--- config.mk ---
export PLATFORM = sky130hd
export DESIGN_NAME = triangular_mel_band_energy
export DESIGN_NICKNAME = d
export VERILOG_FILES = /design/src/rtl/tmbe_pkg.sv /design/src/rtl/triangular_mel_band_energy.sv /design/src/rtl/tmbe_cfg.sv /design/src/rtl/tmbe_div.sv
export SDC_FILE = /design/constraint.sdc
export NUM_CORES = 2
export LEC_CHECK = 0
export ABC_AREA = 1
export BUFFER_PORTS_ARGS = -buffer_cell sky130_fd_sc_hd__buf_4
export CAP_MARGIN = 40
export CORE_ASPECT_RATIO = 2
export CORE_MARGIN = 3
export CORE_UTILIZATION = 60
export DETAILED_ROUTE_END_ITERATION = 10
export PLACE_DENSITY = 0.83
export SYNTH_ARGS = -nofsm -noshare
export SYNTH_HDL_FRONTEND = slang
export SYNTH_HIERARCHICAL = 1
export SYNTH_SLANG_ARGS = --single-unit
--- constraint.sdc ---
create_clock -name clk -period 10.21 [get_ports clk]
set_input_delay 1.021 -clock clk [delete_from_list [all_inputs] [get_ports clk]]
set_output_delay 1.021 -clock clk [all_outputs]
set_load 0.02 [all_outputs]
--- src/rtl/tmbe_pkg.sv ---
package tmbe_pkg;

	localparam int BINS             = 512;
	localparam int WEIGHT_FRAC_BITS = 16;

	localparam int BIN_W    = $clog2(BINS + 1);
	localparam int KW       = 16;
	localparam int RATE_W   = 18;
	localparam int HZ_W     = 17;
	localparam int MAG_W    = 32;
	localparam int SUM_W    = 63;
	localparam int DIV_W    = HZ_W + BIN_W;
	localparam int FR_W     = KW + RATE_W;
	localparam int FREQ_W   = (FR_W > DIV_W) ? FR_W : DIV_W;
	localparam int QW       = (DIV_W > WEIGHT_FRAC_BITS) ? DIV_W : WEIGHT_FRAC_BITS;
	localparam int STEP_W   = $clog2(QW + 1);
	localparam int WEIGHT_W = WEIGHT_FRAC_BITS + 1;
	localparam int PROD_W   = MAG_W + WEIGHT_W;

	localparam int CFG_IDX_W  = 3;
	localparam int CFG_DATA_W = RATE_W;

	localparam logic [CFG_IDX_W-1:0] CFG_RATE   = CFG_IDX_W'(0);
	localparam logic [CFG_IDX_W-1:0] CFG_LOWER  = CFG_IDX_W'(1);
	localparam logic [CFG_IDX_W-1:0] CFG_CENTER = CFG_IDX_W'(2);
	localparam logic [CFG_IDX_W-1:0] CFG_UPPER  = CFG_IDX_W'(3);

	localparam logic [RATE_W-1:0] RATE_RESET = RATE_W'(16000);
	localparam logic [SUM_W-1:0]  SUM_MAX    = {SUM_W{1'b1}};

	localparam logic [STEP_W-1:0] STEPS_LIM    = STEP_W'(DIV_W);
	localparam logic [STEP_W-1:0] STEPS_WEIGHT = STEP_W'(WEIGHT_FRAC_BITS);

	typedef struct packed {
		logic signed [MAG_W-1:0] bin_value;
		logic                    last_bin;
	} in_word_t;

	typedef struct packed {
		logic [SUM_W-1:0] band_energy;
		logic             saturated;
	} out_word_t;

	typedef struct packed {
		logic [RATE_W-1:0] rate;
		logic [HZ_W-1:0]   lower;
		logic [HZ_W-1:0]   center;
		logic [HZ_W-1:0]   upper;
		logic              upd;
	} cfg_t;

	typedef struct packed {
		logic              start;
		logic [DIV_W-1:0]  rem_init;
		logic [DIV_W-1:0]  dividend;
		logic [DIV_W-1:0]  divisor;
		logic [STEP_W-1:0] steps;
	} div_req_t;

	typedef struct packed {
		logic          done;
		logic [QW-1:0] quo;
	} div_rsp_t;

endpackage

--- src/rtl/triangular_mel_band_energy.sv ---
// Triangular band energy: one bin word per item, weighted by a triangle over linear frequency
// and summed into a saturating Q.16 accumulator; a word with last_bin set emits the sum on the
// output channel and clears the frame. One bin at a time is in work and in_stall stays high
// meanwhile. A bin that falls inside a slope goes through accept, decide, WEIGHT_FRAC_BITS
// steps of the shared restoring divider (one quotient bit per cycle), taking the quotient,
// multiply and accumulate. A bin of zero weight or at the peak skips the divider. The first
// bin after any register write first finds the band limit bins with the same divider. A
// finished result waits in the output register while the next bins are taken; a last bin
// holds only if that register is still full.
module triangular_mel_band_energy (
	input  logic                             clk,
	input  logic                             arst_n,
	input  logic                             in_valid,
	output logic                             in_stall,
	input  tmbe_pkg::in_word_t               in_data,
	output logic                             out_valid,
	input  logic                             out_stall,
	output tmbe_pkg::out_word_t              out_data,
	input  logic                             cfg_valid,
	output logic                             cfg_ready,
	input  logic [tmbe_pkg::CFG_IDX_W-1:0]   cfg_index,
	input  logic [tmbe_pkg::CFG_DATA_W-1:0]  cfg_data
);

	localparam int DW  = tmbe_pkg::DIV_W;
	localparam int FW  = tmbe_pkg::FREQ_W;
	localparam int WF  = tmbe_pkg::WEIGHT_FRAC_BITS;
	localparam int SW  = tmbe_pkg::SUM_W;

	localparam logic [DW-1:0] BINS_N  = DW'(tmbe_pkg::BINS);
	localparam logic [DW-1:0] BIN_MAX = DW'(tmbe_pkg::BINS - 1);
	localparam logic [tmbe_pkg::WEIGHT_W-1:0] W_PEAK = {1'b1, {WF{1'b0}}};

	localparam logic [2:0] S_IDLE   = 3'd0;
	localparam logic [2:0] S_LIM_LO = 3'd1;
	localparam logic [2:0] S_LIM_HI = 3'd2;
	localparam logic [2:0] S_DEC    = 3'd3;
	localparam logic [2:0] S_DIV    = 3'd4;
	localparam logic [2:0] S_MULW   = 3'd5;
	localparam logic [2:0] S_ACC    = 3'd6;

	tmbe_pkg::cfg_t     cfg;
	tmbe_pkg::div_req_t req;
	tmbe_pkg::div_rsp_t rsp;

	logic [2:0]                    state_q;
	logic                          lim_ok_q;
	logic [tmbe_pkg::KW-1:0]       bin_counter_q;
	logic [SW-1:0]                 sum_q;
	logic                          clip_q;
	logic                          out_valid_q;
	tmbe_pkg::out_word_t           out_q;

	logic [FW-1:0]                 f_q;
	logic [tmbe_pkg::MAG_W-1:0]    mag_q;
	logic                          last_q;
	logic [DW-1:0]                 lo_q;
	logic [DW-1:0]                 hi_q;
	logic [tmbe_pkg::WEIGHT_W-1:0] w_q;
	logic [tmbe_pkg::PROD_W-1:0]   prod_q;

	logic                          accept;
	logic [tmbe_pkg::MAG_W-1:0]    raw;
	logic [tmbe_pkg::MAG_W-1:0]    mag;
	logic [tmbe_pkg::FR_W-1:0]     f_raw;
	logic [FW-1:0]                 lon;
	logic [FW-1:0]                 cen;
	logic [FW-1:0]                 upn;
	logic [DW-1:0]                 kx;
	logic [DW-1:0]                 hu;
	logic                          w_zero;
	logic                          rise;
	logic                          fall;
	logic                          peak;
	logic [DW-1:0]                 a_num;
	logic [DW-1:0]                 d_den;
	logic                          need_div;
	logic [SW:0]                   sum_n;
	logic                          sat;
	logic                          out_block;

	tmbe_cfg u_cfg (
		.clk       (clk),
		.arst_n    (arst_n),
		.cfg_valid (cfg_valid),
		.cfg_ready (cfg_ready),
		.cfg_index (cfg_index),
		.cfg_data  (cfg_data),
		.cfg       (cfg)
	);

	tmbe_div u_div (
		.clk    (clk),
		.arst_n (arst_n),
		.req    (req),
		.rsp    (rsp)
	);

	assign in_stall  = (state_q != S_IDLE);
	assign accept    = in_valid & ~in_stall;
	assign out_valid = out_valid_q;
	assign out_data  = out_q;

	assign raw   = in_data.bin_value;
	assign mag   = raw[tmbe_pkg::MAG_W-1] ? (~raw + tmbe_pkg::MAG_W'(1)) : raw;
	assign f_raw = tmbe_pkg::FR_W'(bin_counter_q) * tmbe_pkg::FR_W'(cfg.rate);

	assign lon = FW'(cfg.lower) * FW'(tmbe_pkg::BINS);
	assign cen = FW'(cfg.center) * FW'(tmbe_pkg::BINS);
	assign upn = FW'(cfg.upper) * FW'(tmbe_pkg::BINS);
	assign kx  = DW'(bin_counter_q);
	assign hu  = rsp.quo[DW-1:0];

	always_comb begin
		w_zero = (cfg.rate == '0) || (hi_q <= lo_q) || (kx < lo_q) || (kx > hi_q)
			|| (f_q < lon);
		rise   = (f_q < cen);
		fall   = ~rise && (f_q < upn);
		if (rise) begin
			a_num = DW'(f_q - lon);
			d_den = DW'(cen - lon);
		end else begin
			a_num = DW'(upn - f_q);
			d_den = DW'(upn - cen);
		end
		peak     = fall && (a_num == d_den);
		need_div = ~w_zero && (rise || (fall && ~peak));
	end

	always_comb begin
		req = '0;
		case (state_q)
			S_IDLE: begin
				if (accept && !lim_ok_q) begin
					req.start    = 1'b1;
					req.dividend = DW'(cfg.lower) * BINS_N;
					req.divisor  = DW'(cfg.rate);
					req.steps    = tmbe_pkg::STEPS_LIM;
				end
			end
			S_LIM_LO: begin
				if (rsp.done) begin
					req.start    = 1'b1;
					req.dividend = DW'(cfg.upper) * BINS_N;
					req.divisor  = DW'(cfg.rate);
					req.steps    = tmbe_pkg::STEPS_LIM;
				end
			end
			S_DEC: begin
				if (need_div) begin
					req.start    = 1'b1;
					req.rem_init = a_num;
					req.divisor  = d_den;
					req.steps    = tmbe_pkg::STEPS_WEIGHT;
				end
			end
			default: ;
		endcase
	end

	assign sum_n     = {1'b0, sum_q} + (SW + 1)'(prod_q);
	assign sat       = sum_n[SW];
	assign out_block = last_q & out_valid_q & out_stall;

	always_ff @(posedge clk or negedge arst_n) begin
		if (!arst_n) begin
			state_q       <= S_IDLE;
			lim_ok_q      <= 1'b0;
			bin_counter_q <= '0;
			sum_q         <= '0;
			clip_q        <= 1'b0;
			out_valid_q   <= 1'b0;
		end else begin
			if (cfg.upd) begin
				lim_ok_q <= 1'b0;
			end
			if (out_valid_q && !out_stall) begin
				out_valid_q <= 1'b0;
			end
			case (state_q)
				S_IDLE: begin
					if (accept) begin
						state_q <= lim_ok_q ? S_DEC : S_LIM_LO;
					end
				end
				S_LIM_LO: begin
					if (rsp.done) begin
						state_q <= S_LIM_HI;
					end
				end
				S_LIM_HI: begin
					if (rsp.done) begin
						lim_ok_q <= 1'b1;
						state_q  <= S_DEC;
					end
				end
				S_DEC: begin
					state_q <= need_div ? S_DIV : S_MULW;
				end
				S_DIV: begin
					if (rsp.done) begin
						state_q <= S_MULW;
					end
				end
				S_MULW: begin
					state_q <= S_ACC;
				end
				S_ACC: begin
					if (!out_block) begin
						state_q <= S_IDLE;
						if (last_q) begin
							out_valid_q   <= 1'b1;
							sum_q         <= '0;
							clip_q        <= 1'b0;
							bin_counter_q <= '0;
						end else begin
							sum_q         <= sat ? tmbe_pkg::SUM_MAX : sum_n[SW-1:0];
							clip_q        <= clip_q | sat;
							bin_counter_q <= bin_counter_q + tmbe_pkg::KW'(1);
						end
					end
				end
				default: begin
					state_q <= S_IDLE;
				end
			endcase
		end
	end

	always_ff @(posedge clk) begin
		if (accept) begin
			f_q    <= FW'(f_raw);
			mag_q  <= mag;
			last_q <= in_data.last_bin;
		end
		if (state_q == S_LIM_LO && rsp.done) begin
			lo_q <= hu;
		end
		if (state_q == S_LIM_HI && rsp.done) begin
			hi_q <= (hu > BIN_MAX) ? BIN_MAX : hu;
		end
		if (state_q == S_DEC) begin
			w_q <= (w_zero || !(rise || fall)) ? '0 : W_PEAK;
		end
		if (state_q == S_DIV && rsp.done) begin
			w_q <= {1'b0, rsp.quo[WF-1:0]};
		end
		if (state_q == S_MULW) begin
			prod_q <= tmbe_pkg::PROD_W'(mag_q) * tmbe_pkg::PROD_W'(w_q);
		end
		if (state_q == S_ACC && last_q && !out_block) begin
			out_q.band_energy <= sat ? tmbe_pkg::SUM_MAX : sum_n[SW-1:0];
			out_q.saturated   <= clip_q | sat;
		end
	end

endmodule

--- src/rtl/tmbe_cfg.sv ---
module tmbe_cfg (
	input  logic                             clk,
	input  logic                             arst_n,
	input  logic                             cfg_valid,
	output logic                             cfg_ready,
	input  logic [tmbe_pkg::CFG_IDX_W-1:0]   cfg_index,
	input  logic [tmbe_pkg::CFG_DATA_W-1:0]  cfg_data,
	output tmbe_pkg::cfg_t                   cfg
);

	logic [tmbe_pkg::RATE_W-1:0] rate_q;
	logic [tmbe_pkg::HZ_W-1:0]   lower_q;
	logic [tmbe_pkg::HZ_W-1:0]   center_q;
	logic [tmbe_pkg::HZ_W-1:0]   upper_q;
	logic                        wr;

	assign cfg_ready = 1'b1;
	assign wr        = cfg_valid & cfg_ready;

	always_ff @(posedge clk or negedge arst_n) begin
		if (!arst_n) begin
			rate_q   <= tmbe_pkg::RATE_RESET;
			lower_q  <= '0;
			center_q <= '0;
			upper_q  <= '0;
		end else if (wr) begin
			case (cfg_index)
				tmbe_pkg::CFG_RATE:   rate_q   <= cfg_data[tmbe_pkg::RATE_W-1:0];
				tmbe_pkg::CFG_LOWER:  lower_q  <= cfg_data[tmbe_pkg::HZ_W-1:0];
				tmbe_pkg::CFG_CENTER: center_q <= cfg_data[tmbe_pkg::HZ_W-1:0];
				tmbe_pkg::CFG_UPPER:  upper_q  <= cfg_data[tmbe_pkg::HZ_W-1:0];
				default: ;
			endcase
		end
	end

	assign cfg.rate   = rate_q;
	assign cfg.lower  = lower_q;
	assign cfg.center = center_q;
	assign cfg.upper  = upper_q;
	assign cfg.upd    = wr;

endmodule

--- src/rtl/tmbe_div.sv ---
module tmbe_div (
	input  logic                 clk,
	input  logic                 arst_n,
	input  tmbe_pkg::div_req_t   req,
	output tmbe_pkg::div_rsp_t   rsp
);

	localparam int DW = tmbe_pkg::DIV_W;
	localparam int QW = tmbe_pkg::QW;

	logic                        busy_q;
	logic                        done_q;
	logic [tmbe_pkg::STEP_W-1:0] cnt_q;
	logic [DW-1:0]               rem_q;
	logic [DW-1:0]               num_q;
	logic [DW-1:0]               dvs_q;
	logic [QW-1:0]               quo_q;
	logic [DW:0]                 trial;
	logic                        ge;
	logic [DW-1:0]               rem_n;

	assign trial = {rem_q, num_q[DW-1]};
	assign ge    = (trial >= {1'b0, dvs_q});
	assign rem_n = ge ? DW'(trial - {1'b0, dvs_q}) : trial[DW-1:0];

	always_ff @(posedge clk or negedge arst_n) begin
		if (!arst_n) begin
			busy_q <= 1'b0;
			done_q <= 1'b0;
			cnt_q  <= '0;
		end else begin
			done_q <= 1'b0;
			if (req.start) begin
				busy_q <= 1'b1;
				cnt_q  <= req.steps;
			end else if (busy_q) begin
				cnt_q <= cnt_q - tmbe_pkg::STEP_W'(1);
				if (cnt_q == tmbe_pkg::STEP_W'(1)) begin
					busy_q <= 1'b0;
					done_q <= 1'b1;
				end
			end
		end
	end

	always_ff @(posedge clk) begin
		if (req.start) begin
			rem_q <= req.rem_init;
			num_q <= req.dividend;
			dvs_q <= req.divisor;
			quo_q <= '0;
		end else if (busy_q) begin
			rem_q <= rem_n;
			num_q <= {num_q[DW-2:0], 1'b0};
			quo_q <= {quo_q[QW-2:0], ge};
		end
	end

	assign rsp.done = done_q;
	assign rsp.quo  = quo_q;

endmodule

# Yosys cells after proc, flatten, opt, wreduce, memory -nomap -nowiden
# Cells that the tools add are included.
[totals]
regBits = 520
latch_bits = 0
mem_bits_rw = 0
romBits = 0
in_bits = 59
mem_count = 0
[classes]
add_sub_neg = 9
mul = 2
div_mod_pow = 0
order_cmp = 8
eq_ne = 16
n_shift = 0
mux = 48
n_bitwise = 10
reduce_logical = 34
[ops]
columns = ["op", "count"]
rows = [
  ["$mux 27", 8],
  ["$mux 63", 2],
  ["$mux 58", 2],
  ["$lt 34x26->1", 3],
  ["$pmux 32 s3", 1],
  ["$add 63x49->64", 1],
  ["$pmux 27 s2", 1],
  ["$sub 26x26->27", 2],
  ["$mul 32x17->49", 1],
  ["$mux 16", 3],
  ["$mul 16x18->34", 1],
  ["$add 32x1->32 const B", 1],
  ["$mux 32", 1],
  ["$not 32->32", 1],
  ["$mux 31", 1],
  ["$ge 28x27->1", 1],
  ["$mux 28", 1],
  ["$eq 27x27->1", 1],
  ["$gt 16x27->1", 1],
  ["$gt 27x9->1 const B", 1],
  ["$le 27x27->1", 1],
  ["$lt 16x27->1", 1],
  ["$sub 26x27->27", 1],
  ["$sub 27x26->27", 1],
  ["28 further kinds", 89],
]

# Depth between registers and ports, before layout
[logic_depth]
word_depth = 11
depth_mapped = 31

# By module
# Netlist, hierarchy kept.
[modules_own_cells]
columns = ["module", "n_inst", "cells_per_inst", "area_per_inst_um2", "seq_area_each_um2"]
rows = [
  ["triangular_mel_band_energy", 1, 6716, 51262.9, 9654.3],
  ["tmbe_div", 1, 917, 7043.0, 3148.0],
  ["tmbe_cfg", 1, 309, 2807.7, 1734.2],
]

# Worst setup path after synthesis
# OpenSTA, ideal clock, no wires.
[synth_timing]
path_kind = "input port to flip-flop"
from = "input in_valid"
to = "register u_div.num_q[0], enable pin"
setup_ns = 0.440
t_arrival_ns = 7.923
t_required_ns = 9.770
slack_ns = 1.847
stages = 10
n_path_buf = 2
cell_sequence = "inv_1 > nor2_1 > nand2_1 > nand2_1 > clkinv_1 > nand2_1 > clkbuf_1 > nor2_1 > inv_1 > clkbuf_1"
[synth_between]
elab_chain_cells = 5
[synth_lines]
columns = ["item", "line", "rtl"]
rows = [
  ["from (decl)", "triangular_mel_band_energy.sv:13", "input logic in_valid,"],
  ["$and 1x1->1", "triangular_mel_band_energy.sv:100", "assign accept = in_valid & ~in_stall;"],
  ["named net accept", "triangular_mel_band_energy.sv:62", "logic accept;"],
  ["$logic_and 1x1->1", "triangular_mel_band_energy.sv:134", "if (accept && !lim_ok_q) begin"],
  ["$mux 1", "triangular_mel_band_energy.sv:134", ""],
  ["$pmux 1 s3", "triangular_mel_band_energy.sv:132", "case (state_q)"],
  ["$reduce_bool 2->1 (no line)", "n/a", ""],
  ["to (signal assigned)", "tmbe_div.sv:49", "num_q <= req.dividend;"],
  ["to (signal assigned)", "tmbe_div.sv:54", "num_q <= {num_q[DW-2:0], 1'b0};"],
  ["to (decl)", "tmbe_div.sv:15", "logic [DW-1:0] num_q;"],
]
# The timed path passes the listed nets, and every way through them passes these cells.
# A chain may end at the register's enable or synchronous reset.

# Final worst setup path
[layout_timing]
from = "register mag_q[16] (netlist bit)"
to = "register prod_q[40] (netlist bit) (data pin)"
[layout_between]
elab_chain_cells = 1
[layout_lines]
columns = ["item", "line", "rtl"]
rows = [
  ["from (decl)", "triangular_mel_band_energy.sv:55", "logic [tmbe_pkg::MAG_W-1:0] mag_q;"],
  ["from (signal assigned)", "triangular_mel_band_energy.sv:233", "mag_q <= mag;"],
  ["$mul 32x17->49", "triangular_mel_band_energy.sv:249", "prod_q <= tmbe_pkg::PROD_W'(mag_q) * tmbe_pkg::PROD_W'(w_q);"],
  ["to (signal assigned)", "triangular_mel_band_energy.sv:249", ""],
  ["to (decl)", "triangular_mel_band_energy.sv:60", "logic [tmbe_pkg::PROD_W-1:0] prod_q;"],
]
# Every way passes these cells.

==> flow_metrics.tcl <==
set metrics [dict create \
    slowest_stage "edfxtp_1" \
    cp_max_fo 17 \
    post_cts_buffers 0 \
    startpoint "mag_q[16]$_DFFE_PP_" \
    synth_area_um2 61100 \
    area_growth_pct 7.15 \
    cts_max_level 2 \
    status "finished, final reports clean" \
    ant_nets 0 \
    root_buffer "clkbuf_16" \
    io_buffers 124 \
    post-route-min-period_ns 7.25 \
    vias_per_cell 5.87 \
    post-route-period-util_pct 71.0 \
    grt-ovfl-total 0 \
    dp.final_hpwl_mm 176 \
    path_delay_family "adder cells" \
    dr.pass1.iters 9 \
    track_usage_pct 43.5 \
    path_clk_slew_ns 0.07 \
    avgSynthCellArea_um2 7.69 \
    die_x_um 232 \
    worstPathRequired_ns 10.61 \
    crit_buf_inv 4 \
    synthArstFlopShare_pct 31.0 \
    insertion_delay_ns 0.66 \
    hold_path_class "input pin to asynchronous set/reset pin" \
    synth_cells 7942 \
    clk_path_buf_depth 3 \
    finalSetupTns_ns 0 \
    critical-path-max-stage-delay_ns 0.93 \
    grt_pass1_wl_mm 339 \
    synthFlopType "edfxtp_1" \
    worstMarginPinSlew_ns 0.985 \
    most-common-layout-cells "nand2_1 (2288), inv_1 (1781), fa_1 (676), ha_1 (469), nor2_1 (436)" \
    fillers 8671 \
    synth_area_leaders "fa_1 (22%), edfxtp_1 (16%), nand2_1 (14%), inv_1 (11%), ha_1 (9.6%)" \
    dieArea_um2 106000 \
    layout_commonest_cell "nand2_1" \
    cts_tree "built" \
    grt_max_degree 65 \
    critical_path.cell_chain "nand2_1, fa_1, inv_1, fa_1, fa_1, fa_1, fa_1, inv_1, fa_1, inv_1, ha_1, nand2_1, nor2_1, inv_1, nor4_1, a21oi_1, o21ai_0, nand3_1, nand2_1, xor2_1" \
    crit_type "flip-flop to flip-flop" \
    final_cell_area_um2 65500 \
    ys_warn_count 6 \
    wl_per_cell_um 24.0 \
    critPathCaptureType "flip-flop" \
    cts_inserted_buffers 49 \
    core_area_um2 101000 \
    fin_util_pct 64.7 \
    report.final.setup_viol 0 \
    rsz0062_at_grt "false" \
    antenna_found_initial 24 \
    relSlewSlack_pct 34.3 \
    worstPathArrival_ns 7.65 \
    start_util_pct 60.4 \
    gp_congestion 1.13 \
    synth-seq-cells 520 \
    finalHoldViolations 0 \
    vias 54886 \
    drc 0 \
    crit_top_cell "fa_1" \
    place_area_um2 63600 \
    crit_path_start_kind "flip-flop" \
    max_freq_mhz 138 \
    drive_gt1_share_pct 4.85 \
    clock_sinks 520 \
    synth_top_cell_by_area "fa_1" \
    nNetsFinal 9165 \
    drv_slew 0 \
    synth_edf_count 331 \
    num_io_pins 126 \
    synth_top_area_share_pct 22.1 \
    fin_skew_ns 0.0309 \
    ys_types 60 \
    wl_mm 225 \
    maxCapViolCount 0 \
    grt_pass1_vias 58562 \
    ys_seq_area_share_pct 23.8 \
    drtIter0Drc 4054 \
    cts_hold_buf 0 \
    die_y_um 457 \
    rows 165 \
    rr_startpoint "mag_q[16]$_DFFE_PP_" \
    post_cts_resize_count 0 \
]
## registers in the layout, summed over array words and instances, names as in the netlist, 27 cells and up
register / count
sum_q: 63
prod_q: 49
u_div/quo_q: 27
f_q: 34
u_div/rem_q: 27
lo_q: 27
out_data: 64
hi_q: 27
mag_q: 32
u_div/dvs_q: 27
u_div/num_q: 27
## cells by family (layout without fill, tap and decap cells)
| kind of cell | Yosys count | after routing | share of synthesized area [%] |
|---|---|---|---|
| AO/OA/AOI/OAI | 716 | 716 | 6.66 |
| buffers and inverters | 2069 | 2101 | 13.0 |
| adder cells (fa/ha/maj) | 1145 | 1145 | 31.7 |
| XOR/XNOR | 179 | 179 | 2.57 |
| other | 2 | 47 | 0.0123 |
| flip-flops | 520 | 520 | 23.8 |
| AND/OR/NAND/NOR | 3311 | 3311 | 22.2 |
## synth_stat cells (28+ instances only)
library cell,instances
a21oi_1,295
a22o_1,28
a31oi_1,41
clkbuf_1,220
dfrtp_1,155
dfxtp_1,28
edfxtp_1,331
fa_1,676
ha_1,469
inv_1,1782
nand2_1,2290
nand3_1,339
nand3b_1,44
nand4_1,48
nor2_1,442
nor3_1,50
nor4_1,29
o21ai_0,197
o22ai_1,44
xnor2_1,74
xor2_1,105
## metal layers
metal  GRT usage (%)  wire [um]  up-vias
li1                -          -    24272
met3            13.8      18200     1575
met1            36.6      62200    26079
met2            74.7     111000     2954
met4            48.6      32900        6
met5               0         88        -
## metrics by stage
step	worst slack, ns	instances	hold WS, ns
2_1_floorplan	1.85	7970	0.422
3_3_place_gp	3.20	9214	0.439
3_5_place_dp	3.07	9234	0.443
4_1_cts	3.08	9326	0.275
5_1_grt	2.68	9340	0.303
6_report	2.96	9355	0.282
## final timing paths
path	slack [ns]	endpoint	cells past startpoint
min reg2reg	0.45	lo_q[8]$_DFFE_PP_	0
max	2.96	prod_q[40]$_DFFE_PN_	20
max reg2reg	2.96	prod_q[40]$_DFFE_PN_	20
min in group clk	0.45	lo_q[8]$_DFFE_PP_	0
min	0.28	sum_q[55]$_DFFE_PN0P_	1
max in group asynchronous	8.52	u_cfg/rate_q[13]$_DFFE_PN1P_	4
## area by class of cell
| type | instances | area, um^2 | area share (%) |
|---|---|---|---|
| Clock inverter | 26 | 302 | 0.460 |
| Clock buffer | 66 | 1430 | 2.18 |
| Timing Repair Buffer | 213 | 1980 | 3.02 |
| Antenna cell | 17 | 42.5 | 0.0650 |
| Sequential cell | 520 | 14500 | 22.2 |
| Multi-Input combinational cell | 5381 | 38800 | 59.2 |
| Inverter | 1796 | 6740 | 10.3 |
| Tap cell | 1336 | 1670 | 2.55 |
Power is not shown: default switching activity piles up to over one toggle a cycle in this logic, so the estimate is an artifact.
